$ cat config.mk
export PLATFORM = sky130hd
export DESIGN_NAME = sample_window_min_max_mean
export DESIGN_NICKNAME = d
export VERILOG_FILES = /design/src/hdl/swmm_pkg.sv /design/src/hdl/swmm_front.sv /design/src/hdl/swmm_queue.sv /design/src/hdl/swmm_div.sv /design/src/hdl/swmm_back.sv /design/src/hdl/sample_window_min_max_mean.sv
export SDC_FILE = /design/constraint.sdc
export NUM_CORES = 2
export LEC_CHECK = 0
export ABC_AREA = 1
export BUFFER_PORTS_ARGS = -buffer_cell sky130_fd_sc_hd__buf_2
export CAP_MARGIN = 20
export CORE_MARGIN = 10
export CORE_UTILIZATION = 25
export CTS_CLUSTER_DIAMETER = 80
export DETAILED_ROUTE_END_ITERATION = 16
export PLACE_DENSITY = 0.47
export SYNTH_ARGS = -nofsm -noshare
export SYNTH_HDL_FRONTEND = slang
export SYNTH_SLANG_ARGS = --single-unit
$ cat constraint.sdc
create_clock -name clk -period 6.57 [get_ports clk]
set_input_delay 0.3285 -clock clk [delete_from_list [all_inputs] [get_ports clk]]
set_output_delay 0.3285 -clock clk [all_outputs]
set_load 0.01 [all_outputs]
$ cat src/hdl/swmm_pkg.sv
// Shared types and constants for the windowed minimum / maximum / mean block.
// Used by every module of the block; depends on nothing else.
`default_nettype none

package swmm_pkg;

    localparam int SAMPLE_BITS = 12;
    localparam int MAX_WINDOW  = 1024;
    localparam int COUNT_BITS  = $clog2(MAX_WINDOW + 1);
    localparam int SUM_BITS    = SAMPLE_BITS + $clog2(MAX_WINDOW);
    localparam int CFG_BITS    = 16;
    localparam int RES_BITS    = 16;
    localparam int MV_BITS     = SAMPLE_BITS + CFG_BITS;
    localparam int DIV_BITS    = MV_BITS + CFG_BITS;
    localparam int STEP_BITS   = $clog2(DIV_BITS);
    localparam int INDEX_BITS  = 3;

    localparam logic [INDEX_BITS-1:0] REG_WINDOW_LENGTH = 3'd0;
    localparam logic [INDEX_BITS-1:0] REG_VREF_MV       = 3'd1;
    localparam logic [INDEX_BITS-1:0] REG_FULL_SCALE    = 3'd2;
    localparam logic [INDEX_BITS-1:0] REG_CAL_SCALE     = 3'd3;
    localparam logic [INDEX_BITS-1:0] REG_CAL_OFFSET    = 3'd4;
    localparam logic [INDEX_BITS-1:0] REG_CAL_DIVISOR   = 3'd5;

    typedef struct packed {
        logic [COUNT_BITS-1:0] window_length;
        logic [CFG_BITS-1:0]   vref_mv;
        logic [CFG_BITS-1:0]   full_scale;
        logic [CFG_BITS-1:0]   cal_scale;
        logic [CFG_BITS-1:0]   cal_offset;
        logic [CFG_BITS-1:0]   cal_divisor;
    } cfg_t;

    typedef struct packed {
        logic [SUM_BITS-1:0]    sum;
        logic [COUNT_BITS-1:0]  count;
        logic [SAMPLE_BITS-1:0] min;
        logic [SAMPLE_BITS-1:0] max;
    } window_t;

    typedef struct packed {
        logic                start;
        logic [DIV_BITS-1:0] dividend;
        logic [CFG_BITS-1:0] divisor;
    } div_req_t;

    typedef struct packed {
        logic                done;
        logic [DIV_BITS-1:0] quotient;
    } div_rsp_t;

endpackage

`default_nettype wire

$ cat src/hdl/swmm_front.sv
// Front end: accumulates sum, minimum, maximum and count of each window.
// Uses swmm_pkg; hands each closed window to the queue.
`default_nettype none

module swmm_front (
    input  wire logic                             clk,
    input  wire logic                             rst_n,
    input  wire logic [swmm_pkg::COUNT_BITS-1:0]  window_length,
    input  wire logic                             sample_valid,
    input  wire logic [swmm_pkg::SAMPLE_BITS-1:0] sample,
    output logic                                  push,
    output swmm_pkg::window_t                     push_data
);

    logic [swmm_pkg::SUM_BITS-1:0]    sum_reg, sum_next;
    logic [swmm_pkg::SAMPLE_BITS-1:0] min_reg, min_next;
    logic [swmm_pkg::SAMPLE_BITS-1:0] max_reg, max_next;
    logic [swmm_pkg::COUNT_BITS-1:0]  seen_reg, seen_next;
    logic [swmm_pkg::COUNT_BITS-1:0]  len_eff;
    logic                             close;

    always_comb
    begin
        if (window_length == '0)
            len_eff = swmm_pkg::COUNT_BITS'(1);
        else if (window_length > swmm_pkg::COUNT_BITS'(swmm_pkg::MAX_WINDOW))
            len_eff = swmm_pkg::COUNT_BITS'(swmm_pkg::MAX_WINDOW);
        else
            len_eff = window_length;
    end

    always_comb
    begin
        sum_next  = sum_reg + swmm_pkg::SUM_BITS'(sample);
        min_next  = (sample < min_reg) ? sample : min_reg;
        max_next  = (sample > max_reg) ? sample : max_reg;
        seen_next = seen_reg + 1'b1;
        close     = seen_next >= len_eff;
    end

    assign push      = sample_valid && close;
    assign push_data = '{sum: sum_next, count: seen_next, min: min_next, max: max_next};

    always_ff @(posedge clk or negedge rst_n)
    begin
        if (!rst_n)
        begin
            sum_reg  <= '0;
            min_reg  <= '1;
            max_reg  <= '0;
            seen_reg <= '0;
        end
        else if (sample_valid)
        begin
            if (close)
            begin
                sum_reg  <= '0;
                min_reg  <= '1;
                max_reg  <= '0;
                seen_reg <= '0;
            end
            else
            begin
                sum_reg  <= sum_next;
                min_reg  <= min_next;
                max_reg  <= max_next;
                seen_reg <= seen_next;
            end
        end
    end

endmodule

`default_nettype wire

$ cat src/hdl/swmm_queue.sv
// Two-entry queue of closed windows between the front and back ends.
// Uses swmm_pkg for the window type.
`default_nettype none

module swmm_queue (
    input  wire logic              clk,
    input  wire logic              rst_n,
    input  wire logic              push,
    input  wire swmm_pkg::window_t push_data,
    input  wire logic              pop,
    output logic                   full,
    output logic                   not_empty,
    output swmm_pkg::window_t      head
);

    swmm_pkg::window_t entry_reg [2];
    logic              wr_ptr_reg, rd_ptr_reg;
    logic [1:0]        fill_reg;

    assign full      = fill_reg == 2'd2;
    assign not_empty = fill_reg != 2'd0;
    assign head      = entry_reg[rd_ptr_reg];

    always_ff @(posedge clk)
    begin
        if (push)
            entry_reg[wr_ptr_reg] <= push_data;
    end

    always_ff @(posedge clk or negedge rst_n)
    begin
        if (!rst_n)
        begin
            wr_ptr_reg <= 1'b0;
            rd_ptr_reg <= 1'b0;
            fill_reg   <= 2'd0;
        end
        else
        begin
            if (push)
                wr_ptr_reg <= ~wr_ptr_reg;
            if (pop)
                rd_ptr_reg <= ~rd_ptr_reg;
            if (push && !pop)
                fill_reg <= fill_reg + 2'd1;
            else if (pop && !push)
                fill_reg <= fill_reg - 2'd1;
        end
    end

endmodule

`default_nettype wire

$ cat src/hdl/swmm_div.sv
// Shared radix-2 restoring divider, one quotient bit per cycle.
// Uses swmm_pkg for the request and response types.
`default_nettype none

module swmm_div (
    input  wire logic               clk,
    input  wire logic               rst_n,
    input  wire swmm_pkg::div_req_t req,
    output swmm_pkg::div_rsp_t      rsp
);

    logic [swmm_pkg::CFG_BITS-1:0]  rem_reg;
    logic [swmm_pkg::DIV_BITS-1:0]  quo_reg;
    logic [swmm_pkg::CFG_BITS-1:0]  divisor_reg;
    logic [swmm_pkg::STEP_BITS-1:0] step_reg;
    logic                           busy_reg;
    logic                           done_reg;
    logic [swmm_pkg::CFG_BITS:0]    trial;
    logic                           fits;

    assign trial = {rem_reg, quo_reg[swmm_pkg::DIV_BITS-1]};
    assign fits  = trial >= {1'b0, divisor_reg};

    assign rsp = '{done: done_reg, quotient: quo_reg};

    always_ff @(posedge clk)
    begin
        if (req.start)
        begin
            rem_reg     <= '0;
            quo_reg     <= req.dividend;
            divisor_reg <= req.divisor;
        end
        else if (busy_reg)
        begin
            rem_reg <= fits ? swmm_pkg::CFG_BITS'(trial - {1'b0, divisor_reg})
                            : trial[swmm_pkg::CFG_BITS-1:0];
            quo_reg <= {quo_reg[swmm_pkg::DIV_BITS-2:0], fits};
        end
    end

    always_ff @(posedge clk or negedge rst_n)
    begin
        if (!rst_n)
        begin
            busy_reg <= 1'b0;
            done_reg <= 1'b0;
            step_reg <= '0;
        end
        else
        begin
            done_reg <= 1'b0;
            if (req.start)
            begin
                busy_reg <= 1'b1;
                step_reg <= '0;
            end
            else if (busy_reg)
            begin
                step_reg <= step_reg + 1'b1;
                if (step_reg == swmm_pkg::STEP_BITS'(swmm_pkg::DIV_BITS - 1))
                begin
                    busy_reg <= 1'b0;
                    done_reg <= 1'b1;
                end
            end
        end
    end

endmodule

`default_nettype wire

$ cat src/hdl/swmm_back.sv
// Back end: divides out the mean, scales to millivolts and calibrates the three
// results through one shared divider. Uses swmm_pkg and swmm_div.
`default_nettype none

module swmm_back (
    input  wire logic                         clk,
    input  wire logic                         rst_n,
    input  wire swmm_pkg::cfg_t               cfg,
    input  wire logic                         win_valid,
    input  wire swmm_pkg::window_t            win,
    output logic                              win_pop,
    output logic                              res_valid,
    input  wire logic                         res_ready,
    output logic [3*swmm_pkg::RES_BITS-1:0]   res_data
);

    localparam logic [3:0] ST_IDLE      = 4'd0;
    localparam logic [3:0] ST_MEAN_GO   = 4'd1;
    localparam logic [3:0] ST_MEAN_WAIT = 4'd2;
    localparam logic [3:0] ST_MUL1      = 4'd3;
    localparam logic [3:0] ST_MV_GO     = 4'd4;
    localparam logic [3:0] ST_MV_WAIT   = 4'd5;
    localparam logic [3:0] ST_MUL2      = 4'd6;
    localparam logic [3:0] ST_CHECK     = 4'd7;
    localparam logic [3:0] ST_CAL_GO    = 4'd8;
    localparam logic [3:0] ST_CAL_WAIT  = 4'd9;
    localparam logic [3:0] ST_NEXT      = 4'd10;
    localparam logic [3:0] ST_OUT       = 4'd11;

    localparam logic [1:0] SEL_MEAN = 2'd0;
    localparam logic [1:0] SEL_MIN  = 2'd1;
    localparam logic [1:0] SEL_MAX  = 2'd2;

    localparam int RB = swmm_pkg::RES_BITS;

    logic [3:0]                       state_reg;
    logic [1:0]                       sel_reg;
    swmm_pkg::window_t                win_reg;
    logic [swmm_pkg::SAMPLE_BITS-1:0] mean_reg;
    logic [swmm_pkg::DIV_BITS-1:0]    prod_reg;
    logic [swmm_pkg::MV_BITS-1:0]     mv_reg;
    logic [RB-1:0]                    mean_mv_reg, min_mv_reg, max_mv_reg;
    logic [3*RB-1:0]                  out_reg;
    logic                             out_valid_reg;
    logic [RB-1:0]                    res_value;
    logic                             res_write;
    logic [swmm_pkg::SAMPLE_BITS-1:0] stat;
    logic [swmm_pkg::CFG_BITS-1:0]    fs_eff, div_eff;
    logic                             below_offset;
    logic                             out_free;
    swmm_pkg::div_req_t               req;
    swmm_pkg::div_rsp_t               rsp;

    swmm_div u_div (
        .clk   (clk),
        .rst_n (rst_n),
        .req   (req),
        .rsp   (rsp)
    );

    assign fs_eff  = (cfg.full_scale == '0) ? swmm_pkg::CFG_BITS'(1) : cfg.full_scale;
    assign div_eff = (cfg.cal_divisor == '0) ? swmm_pkg::CFG_BITS'(1) : cfg.cal_divisor;
    assign below_offset = prod_reg < swmm_pkg::DIV_BITS'(cfg.cal_offset);
    assign out_free     = !out_valid_reg || res_ready;
    assign win_pop      = (state_reg == ST_IDLE) && win_valid;
    assign res_valid    = out_valid_reg;
    assign res_data     = out_reg;

    always_comb
    begin
        case (sel_reg)
            SEL_MEAN: stat = mean_reg;
            SEL_MIN:  stat = win_reg.min;
            default:  stat = win_reg.max;
        endcase
    end

    always_comb
    begin
        req.start    = 1'b0;
        req.dividend = prod_reg;
        req.divisor  = fs_eff;
        unique case (state_reg)
            ST_MEAN_GO:
            begin
                req.start    = 1'b1;
                req.dividend = swmm_pkg::DIV_BITS'(win_reg.sum);
                req.divisor  = swmm_pkg::CFG_BITS'(win_reg.count);
            end
            ST_MV_GO:
            begin
                req.start = 1'b1;
            end
            ST_CAL_GO:
            begin
                req.start   = 1'b1;
                req.divisor = div_eff;
            end
            default:
            begin
                req.start = 1'b0;
            end
        endcase
    end

    always_comb
    begin
        res_write = 1'b0;
        res_value = '0;
        if (state_reg == ST_CHECK && ((sel_reg == SEL_MIN && mv_reg == '0) || below_offset))
            res_write = 1'b1;
        else if (state_reg == ST_CAL_WAIT && rsp.done)
        begin
            res_write = 1'b1;
            res_value = (rsp.quotient[swmm_pkg::DIV_BITS-1:RB] != '0) ? '1
                                                                     : rsp.quotient[RB-1:0];
        end
    end

    always_ff @(posedge clk)
    begin
        if (win_pop)
            win_reg <= win;
        if (state_reg == ST_MEAN_WAIT && rsp.done)
            mean_reg <= rsp.quotient[swmm_pkg::SAMPLE_BITS-1:0];
        if (state_reg == ST_MUL1)
            prod_reg <= swmm_pkg::DIV_BITS'(swmm_pkg::MV_BITS'(stat)
                                            * swmm_pkg::MV_BITS'(cfg.vref_mv));
        else if (state_reg == ST_MUL2)
            prod_reg <= swmm_pkg::DIV_BITS'(cfg.cal_scale) * swmm_pkg::DIV_BITS'(mv_reg);
        else if (state_reg == ST_CHECK)
            prod_reg <= prod_reg - swmm_pkg::DIV_BITS'(cfg.cal_offset);
        if (state_reg == ST_MV_WAIT && rsp.done)
            mv_reg <= rsp.quotient[swmm_pkg::MV_BITS-1:0];
        if (res_write)
        begin
            case (sel_reg)
                SEL_MEAN: mean_mv_reg <= res_value;
                SEL_MIN:  min_mv_reg  <= res_value;
                default:  max_mv_reg  <= res_value;
            endcase
        end
        if (state_reg == ST_OUT && out_free)
            out_reg <= {max_mv_reg, min_mv_reg, mean_mv_reg};
    end

    always_ff @(posedge clk or negedge rst_n)
    begin
        if (!rst_n)
        begin
            state_reg     <= ST_IDLE;
            sel_reg       <= SEL_MEAN;
            out_valid_reg <= 1'b0;
        end
        else
        begin
            if (state_reg == ST_OUT && out_free)
                out_valid_reg <= 1'b1;
            else if (res_ready)
                out_valid_reg <= 1'b0;

            unique case (state_reg)
                ST_IDLE:
                begin
                    if (win_valid)
                        state_reg <= ST_MEAN_GO;
                end
                ST_MEAN_GO:
                begin
                    state_reg <= ST_MEAN_WAIT;
                end
                ST_MEAN_WAIT:
                begin
                    if (rsp.done)
                    begin
                        sel_reg   <= SEL_MEAN;
                        state_reg <= ST_MUL1;
                    end
                end
                ST_MUL1:
                begin
                    state_reg <= ST_MV_GO;
                end
                ST_MV_GO:
                begin
                    state_reg <= ST_MV_WAIT;
                end
                ST_MV_WAIT:
                begin
                    if (rsp.done)
                        state_reg <= ST_MUL2;
                end
                ST_MUL2:
                begin
                    state_reg <= ST_CHECK;
                end
                ST_CHECK:
                begin
                    state_reg <= res_write ? ST_NEXT : ST_CAL_GO;
                end
                ST_CAL_GO:
                begin
                    state_reg <= ST_CAL_WAIT;
                end
                ST_CAL_WAIT:
                begin
                    if (rsp.done)
                        state_reg <= ST_NEXT;
                end
                ST_NEXT:
                begin
                    if (sel_reg == SEL_MAX)
                        state_reg <= ST_OUT;
                    else
                    begin
                        sel_reg   <= sel_reg + 2'd1;
                        state_reg <= ST_MUL1;
                    end
                end
                ST_OUT:
                begin
                    if (out_free)
                        state_reg <= ST_IDLE;
                end
                default:
                begin
                    state_reg <= ST_IDLE;
                end
            endcase
        end
    end

endmodule

`default_nettype wire

$ cat src/hdl/sample_window_min_max_mean.sv
// Top level of the windowed minimum / maximum / mean block with calibration.
// Uses swmm_pkg, swmm_front, swmm_queue and swmm_back.
//
// Samples are taken one per cycle while the queue has room; the front end
// folds each into the running sum, minimum, maximum and count, and the sample
// that completes a window passes the window's statistics into a two-entry queue.
// The back end turns each window into one result transaction (mean, minimum and
// maximum in calibrated millivolts) through up to seven 44-step divisions on its
// single shared radix-2 divider. Two closed windows can wait in the queue, a third
// in the back end and one result in the output register before sample input stalls.
`default_nettype none

module sample_window_min_max_mean (
    input  wire logic        clk,
    input  wire logic        rst_n,
    input  wire logic        s_axis_tvalid,
    output logic             s_axis_tready,
    input  wire logic [15:0] s_axis_tdata,  // [11:0] sample
    output logic             m_axis_tvalid,
    input  wire logic        m_axis_tready,
    output logic [47:0]      m_axis_tdata,  // [15:0] mean_mv, [31:16] min_mv, [47:32] max_mv
    input  wire logic        cfg_we,
    input  wire logic [2:0]  cfg_index,
    input  wire logic [15:0] cfg_wdata
);

    swmm_pkg::cfg_t    cfg_reg;
    swmm_pkg::window_t push_data;
    swmm_pkg::window_t head;
    logic              push, pop, full, not_empty, sample_valid;

    always_ff @(posedge clk or negedge rst_n)
    begin
        if (!rst_n)
        begin
            cfg_reg.window_length <= swmm_pkg::COUNT_BITS'(20);
            cfg_reg.vref_mv       <= 16'd3300;
            cfg_reg.full_scale    <= 16'd4095;
            cfg_reg.cal_scale     <= 16'd1000;
            cfg_reg.cal_offset    <= 16'd0;
            cfg_reg.cal_divisor   <= 16'd1000;
        end
        else if (cfg_we)
        begin
            unique case (cfg_index)
                swmm_pkg::REG_WINDOW_LENGTH:
                    cfg_reg.window_length <= cfg_wdata[swmm_pkg::COUNT_BITS-1:0];
                swmm_pkg::REG_VREF_MV:     cfg_reg.vref_mv     <= cfg_wdata;
                swmm_pkg::REG_FULL_SCALE:  cfg_reg.full_scale  <= cfg_wdata;
                swmm_pkg::REG_CAL_SCALE:   cfg_reg.cal_scale   <= cfg_wdata;
                swmm_pkg::REG_CAL_OFFSET:  cfg_reg.cal_offset  <= cfg_wdata;
                swmm_pkg::REG_CAL_DIVISOR: cfg_reg.cal_divisor <= cfg_wdata;
                default:
                begin
                end
            endcase
        end
    end

    assign s_axis_tready = !full;
    assign sample_valid  = s_axis_tvalid && !full;

    swmm_front u_front (
        .clk           (clk),
        .rst_n         (rst_n),
        .window_length (cfg_reg.window_length),
        .sample_valid  (sample_valid),
        .sample        (s_axis_tdata[swmm_pkg::SAMPLE_BITS-1:0]),
        .push          (push),
        .push_data     (push_data)
    );

    swmm_queue u_queue (
        .clk       (clk),
        .rst_n     (rst_n),
        .push      (push),
        .push_data (push_data),
        .pop       (pop),
        .full      (full),
        .not_empty (not_empty),
        .head      (head)
    );

    swmm_back u_back (
        .clk       (clk),
        .rst_n     (rst_n),
        .cfg       (cfg_reg),
        .win_valid (not_empty),
        .win       (head),
        .win_pop   (pop),
        .res_valid (m_axis_tvalid),
        .res_ready (m_axis_tready),
        .res_data  (m_axis_tdata)
    );

endmodule

`default_nettype wire

======== Word-level counts from Yosys, hierarchy flattened ========
Memories as Yosys holds them, arrays and structs flattened. A register that Yosys moved wholly into a read port is not among the register bits.
Cells that the tools add are included.
cells by class
  equal/unequal tests ..................... 26
  $mul .................................... 2
  reduce and logical (&&, ||, !) cells .... 45
  mux-type cells .......................... 50
  magnitude comparators ................... 6
  bitwise logic cells ..................... 3
  $add $sub $neg .......................... 8
operators with widths
  cell                                                             number
  44-bit 2-to-1 mux                                                5
  16-bit 2-to-1 mux                                                6
  12-bit 2-to-1 mux                                                4
  4-bit case mux with 12 select lines                              1
  44-bit by 16-bit < comparator with 1-bit output                  1
  16-bit by 28-bit multiplier with 44-bit output                   1
  44-bit by 16-bit subtractor with 44-bit output                   1
  11-bit 2-to-1 mux                                                3
  16-bit logical NOT                                               2
  16-bit case mux with 2 select lines                              1
  28-bit logical NOT                                               1
  12-bit by 16-bit multiplier with 28-bit output                   1
  28-bit 2-to-1 mux                                                1
  28-bit nonzero test                                              1
  4-bit 2-to-1 mux                                                 6
  12-bit case mux with 2 select lines                              1
  22-bit by 12-bit adder with 22-bit output                        1
  22-bit 2-to-1 mux                                                1
  2-bit AND reduction                                              9
  17-bit by 16-bit >= comparator with 1-bit output                 1
  4-bit by 3-bit == test with 1-bit output, second input constant  4
  4-bit == test, second input constant                             4
  16-bit subtractor                                                1
  1-bit 2-to-1 mux                                                 13
  other kinds (35)                                                 70
word-level totals
  input port bits ......................... 40
  register bits ........................... 423
  output and inout bits ................... 50
  bits in writable memories ............... 114
  memories kept ........................... 1
memories
  memory             depth  bits a word  read ports  clocked after Yosys merged registers in  wr ports  line              RTL
  u_queue.entry_reg  2      57           1           1                                        1         swmm_queue.sv:16  swmm_pkg::window_t entry_reg [2];

======== Longest topological paths before layout ========
  word-level depth ........................ 9
  mapped depth ............................ 31

======== By module ========
A second synthesis with hierarchy kept.
unflattened totals
  cells, all modules ...................... 6220
  area, all modules ....................... 50957.6 sq um
modules (own cells, without submodules)
  module                      instances  area an instance (sq um)  cells an instance
  swmm_back                   1          33444.6                   4294
  swmm_front                  1          4870.9                    748
  swmm_div                    1          4603.2                    568
  swmm_queue                  1          4395.5                    202
  sample_window_min_max_mean  1          3643.5                    408

======== Worst setup path after synthesis ========
Ideal clock, no wire load.
  path kind ............................... register to register
  from .................................... reg u_back.sel_reg[0]
  to ...................................... reg u_back.prod_reg[15] (netlist name), data pin
  setup time .............................. 0.258 ns
  path slack .............................. 0.765 ns
  period minus slack after synthesis ...... 5.805 ns
  stages on the path, launching flop included .. 28
  arrival time ............................ 5.547 ns
  cells stage by stage .................... dfrtp_1 > inv_1 > ha_1 > nor2_1 > buf_2 > a21oi_1 > inv_1 > buf_2 > nand2_1 > fa_1 > fa_1 > fa_1 > inv_1 > fa_1 > inv_1 > fa_1 > inv_1 > ha_1 > a21o_1 > inv_1 > o21ai_0 > a21oi_1 > inv_1 > nand2_1 > nand2_1 > o21ai_0 > a21o_1 > nand2_1
on the way
  word-level cells in the longest chain between the ends .. 4
  elaborated cells on any way between the ends .. 5
RTL lines
  what                                                                                  line              RTL
  start, declared                                                                       swmm_back.sv:37   logic [1:0] sel_reg;
  start signal, assigned                                                                swmm_back.sv:216  sel_reg <= sel_reg + 2'd1;
  2-bit by 1-bit == test with 1-bit output / 2-bit logical NOT (equally long branches)  swmm_back.sv:71   case (sel_reg)
  12-bit case mux with 2 select lines *                                                 swmm_back.sv:71
  12-bit by 16-bit multiplier with 28-bit output *                                      swmm_back.sv:128  * swmm_pkg::MV_BITS'(cfg.vref_mv));
  28-bit 2-to-1 mux *                                                                   swmm_back.sv:126  if (state_reg == ST_MUL1)
  end signal, assigned                                                                  swmm_back.sv:127  prod_reg <= swmm_pkg::DIV_BITS'(swmm_pkg::MV_BITS'(stat)
  end signal, assigned                                                                  swmm_back.sv:130  prod_reg <= swmm_pkg::DIV_BITS'(cfg.cal_scale) * swmm_pkg::DIV_BITS'(mv_reg);
  end signal, assigned                                                                  swmm_back.sv:132  prod_reg <= prod_reg - swmm_pkg::DIV_BITS'(cfg.cal_offset);
  end, declared                                                                         swmm_back.sv:40   logic [swmm_pkg::DIV_BITS-1:0] prod_reg;
Every way passes the cells marked *; elsewhere a longest branch is shown, timed or not.
A chain may end at the register's enable or synchronous reset.

======== Worst setup path after layout ========
  from .................................... reg u_back.mv_reg[5] (netlist name)
  to ...................................... reg u_back.prod_reg[13] (netlist name), data pin
on the way
  word-level cells in the longest chain between the ends .. 3
RTL lines
  what                                            line              RTL
  start, declared                                 swmm_back.sv:41   logic [swmm_pkg::MV_BITS-1:0] mv_reg;
  start signal, assigned                          swmm_back.sv:134  mv_reg <= rsp.quotient[swmm_pkg::MV_BITS-1:0];
  16-bit by 28-bit multiplier with 44-bit output  swmm_back.sv:130
  44-bit 2-to-1 mux                               swmm_back.sv:129  else if (state_reg == ST_MUL2)
  28-bit 2-to-1 mux                               swmm_back.sv:126
Every way passes these cells.

==> flow_metrics.tcl <==
set metrics [dict create \
    gp_congestion 0.8912 \
    drv_cap 0 \
    cp-start-kind "register" \
    netlist_instances 5918 \
    worstMarginPinSlew_ns 1.082 \
    port_buffers 85 \
    synth_cell_types 61 \
    wl_met2_um 65980 \
    netlist_top_cells_area "edfxtp_1 (24%), fa_1 (20%), nand2_1 (13%)" \
    cp_max_fo 11 \
    crit_family "adder cells" \
    path_clk_slew_ns 0.07 \
    cp.arrival_ns 6.82 \
    die_h_um 465.4 \
    avgViaCountPerCell 4.419 \
    routed_wirelength_um 150000 \
    cts_root_buf "clkbuf_16" \
    worstPathRequired_ns 7.06 \
    met3WireLength_um 8274 \
    grt_pass1_vias 38670 \
    hpwl_um 119500 \
    finalCriticalPeriod_ns 6.328 \
    yosysWarnings 0 \
    gr-total-overflow 0 \
    largest_reg_flops 114 \
    die_w_um 465.4 \
    finalHoldViolCount 0 \
    slowest_stage "edfxtp_1" \
    cts_tree "built" \
    numCtsBuffers 71 \
    antenna_found_initial 16 \
    synth_top_cell_by_area "edfxtp_1" \
    synthFlopType "edfxtp_1" \
    synth_top_area_share_pct 23.92 \
    start_util_pct 25.15 \
    h-tree-depth 3 \
    timing.fmax_ghz 0.1580 \
    top_layer "met5" \
    drive_gt1_share_pct 7.714 \
    async_reset_ff_share_pct 28.11 \
    final_antenna_net_count 0 \
    boundaryPins 90 \
    grt_max_degree 82 \
    fin_worst_skew_ns 0.04398 \
    wl_met1_um 73040 \
    regToRegSetupSlack_ns 0.24 \
    row_count 163 \
    slew-limit-headroom_pct 27.70 \
    avgSynthCellArea_um2 8.380 \
    setup.worst_path.end_class "register" \
    synth-edff-count 395 \
    fillers 21170 \
    finalCritPeriodShare_pct 96.31 \
    fin_tns_setup_ns 0 \
    grt_first_pass_wirelength_um 232200 \
    cpPeakStageDelay_ns 0.66 \
    coreArea_um2 197200 \
    clk_latency_ns 0.68 \
    synth_area_um2 49590 \
    ctsLongestPathBuffers 3 \
    cts.sinks 594 \
    seq_area_frac_synth_pct 33.75 \
    routedWlPerCell_um 17.20 \
    status "finished clean" \
    setup_viol_count_final 0 \
    path_cells "buf_4 > nand2_1 > inv_1 > fa_1 > inv_1 > fa_1 > fa_1 > fa_1 > inv_1 > fa_1 > inv_1 > fa_1 > inv_1 > ha_1 > nand2_1 > inv_1 > a21oi_1 > nand2_1 > o21ai_0 > nand3_1 > o21ai_0" \
    drc 0 \
    drtIter0Drc 2589 \
    drt-pass1-iter-count 6 \
    vias 38540 \
    area_growth_syn_to_layout_pct 13.70 \
    critPathKind "reg2reg" \
    hp-class "in2reg" \
    nNetsFinal 6832 \
    yosys_register_bits 594 \
    slew_viol_final 0 \
    die_area_um2 216600 \
    path_buf_inv 7 \
    synth_nets 6729 \
    grt_util_all_layers_pct 13.63 \
]
[worst reg2reg max path: cells and delay by family, from the launching register on]
family                   cells  cell delay [ns]
AO/OA/AOI/OAI                3             1.02
flip-flops                   1             0.66
AND/OR/NAND/NOR              4             0.60
buffers and inverters        7             0.60
adder cells (fa/ha/maj)      7             3.24
[final cells by class]
class                           count  area [um2]  area share (%)
Antenna cell                        2       5.005        0.008876
Clock buffer                       90        1942           3.444
Clock inverter                     42       551.8          0.9786
Inverter                         1264        4745           8.415
Multi-Input combinational cell   3845       27290           48.39
Sequential cell                   594       16750           29.71
Tap cell                         2640        3303           5.858
Timing Repair Buffer              245        1800           3.193
[cells in the final DEF, fill, tap and decap left out, types with 23 or more instances in the layout]
master     instances
nand2_1         1702
inv_1           1245
fa_1             505
edfxtp_1         395
nor2_1           335
ha_1             266
o21ai_0          255
nand3_1          222
a21oi_1          161
buf_4            145
dfrtp_1          120
buf_2             84
clkbuf_16         74
nand4_1           47
xor2_1            46
dfstp_2           41
dfxtp_1           32
o211ai_1          28
a22o_1            26
o21ai_1           23
a31oi_1           23
[repair_timing]
item | CTS | global route
endpoints found under the hold margin | 66 | 0
hold buffers | 2 | 0
setup buffers | 0 | 16
setup endpoints to repair | 0 | 17
resized for setup | 0 | 11
[Yosys cell counts, drive strengths merged, types with 28 or more instances]
master	n
dfstp	44
a21oi	170
nor2	354
ha	266
fa	505
edfxtp	395
dfxtp	32
o21ai	280
inv	1263
buf	51
nand3	222
dfrtp	123
nand2	1709
clkbuf	164
o211ai	28
xor2	47
nand4	47
[path summary, 6_finish.rpt]
check / start / endpoint / cells after the start
setup / recovery: u_back.mv_reg[5] / u_back.prod_reg[13] / 21
hold / removal: s_axis_tdata[6] / u_front.min_reg[6] / 3
setup reg to reg: u_back.mv_reg[5] / u_back.prod_reg[13] / 21
hold reg to reg: u_back.min_mv_reg[13] / u_back.res_data[29] / 0
max in group asynchronous: rst_n / cfg_reg[33] / 3
min in group asynchronous: rst_n / u_front.max_reg[0] / 2
[kinds of logic after synthesis]
logic type,share of synthesized area (%)
simple gates,19.76
compound gates,6.800
flops,33.75
mux,0.04037
xor+xnor,1.198
fa+ha+maj,27.10
buf+inv,11.36
[stage by stage]
stage	hold slack, ns	util (%)	instances	worst slack, ns	instance area (um2)
2_1_floorplan	0.03291	-	5918	0.7646	49590
3_3_place_gp	0.4039	27.19	8570	0.1186	53630
3_5_place_dp	0.4045	27.19	8570	0.1392	53630
4_1_cts	0.1127	28.47	8704	0.05335	56140
5_1_grt	0.1671	28.59	8720	-0.008918	56380
6_report	0.1627	28.59	8722	0.2423	56380
[routing by layer]
layer,track usage [%],vias up
met5,0,-
met1,20.01,19050
li1,-,18430
met4,2.682,8
met3,2.023,164
met2,21.20,882
Power is left out: the tool's default activity adds up to more than one toggle a clock period on the data nets, which glitch-free logic cannot reach.
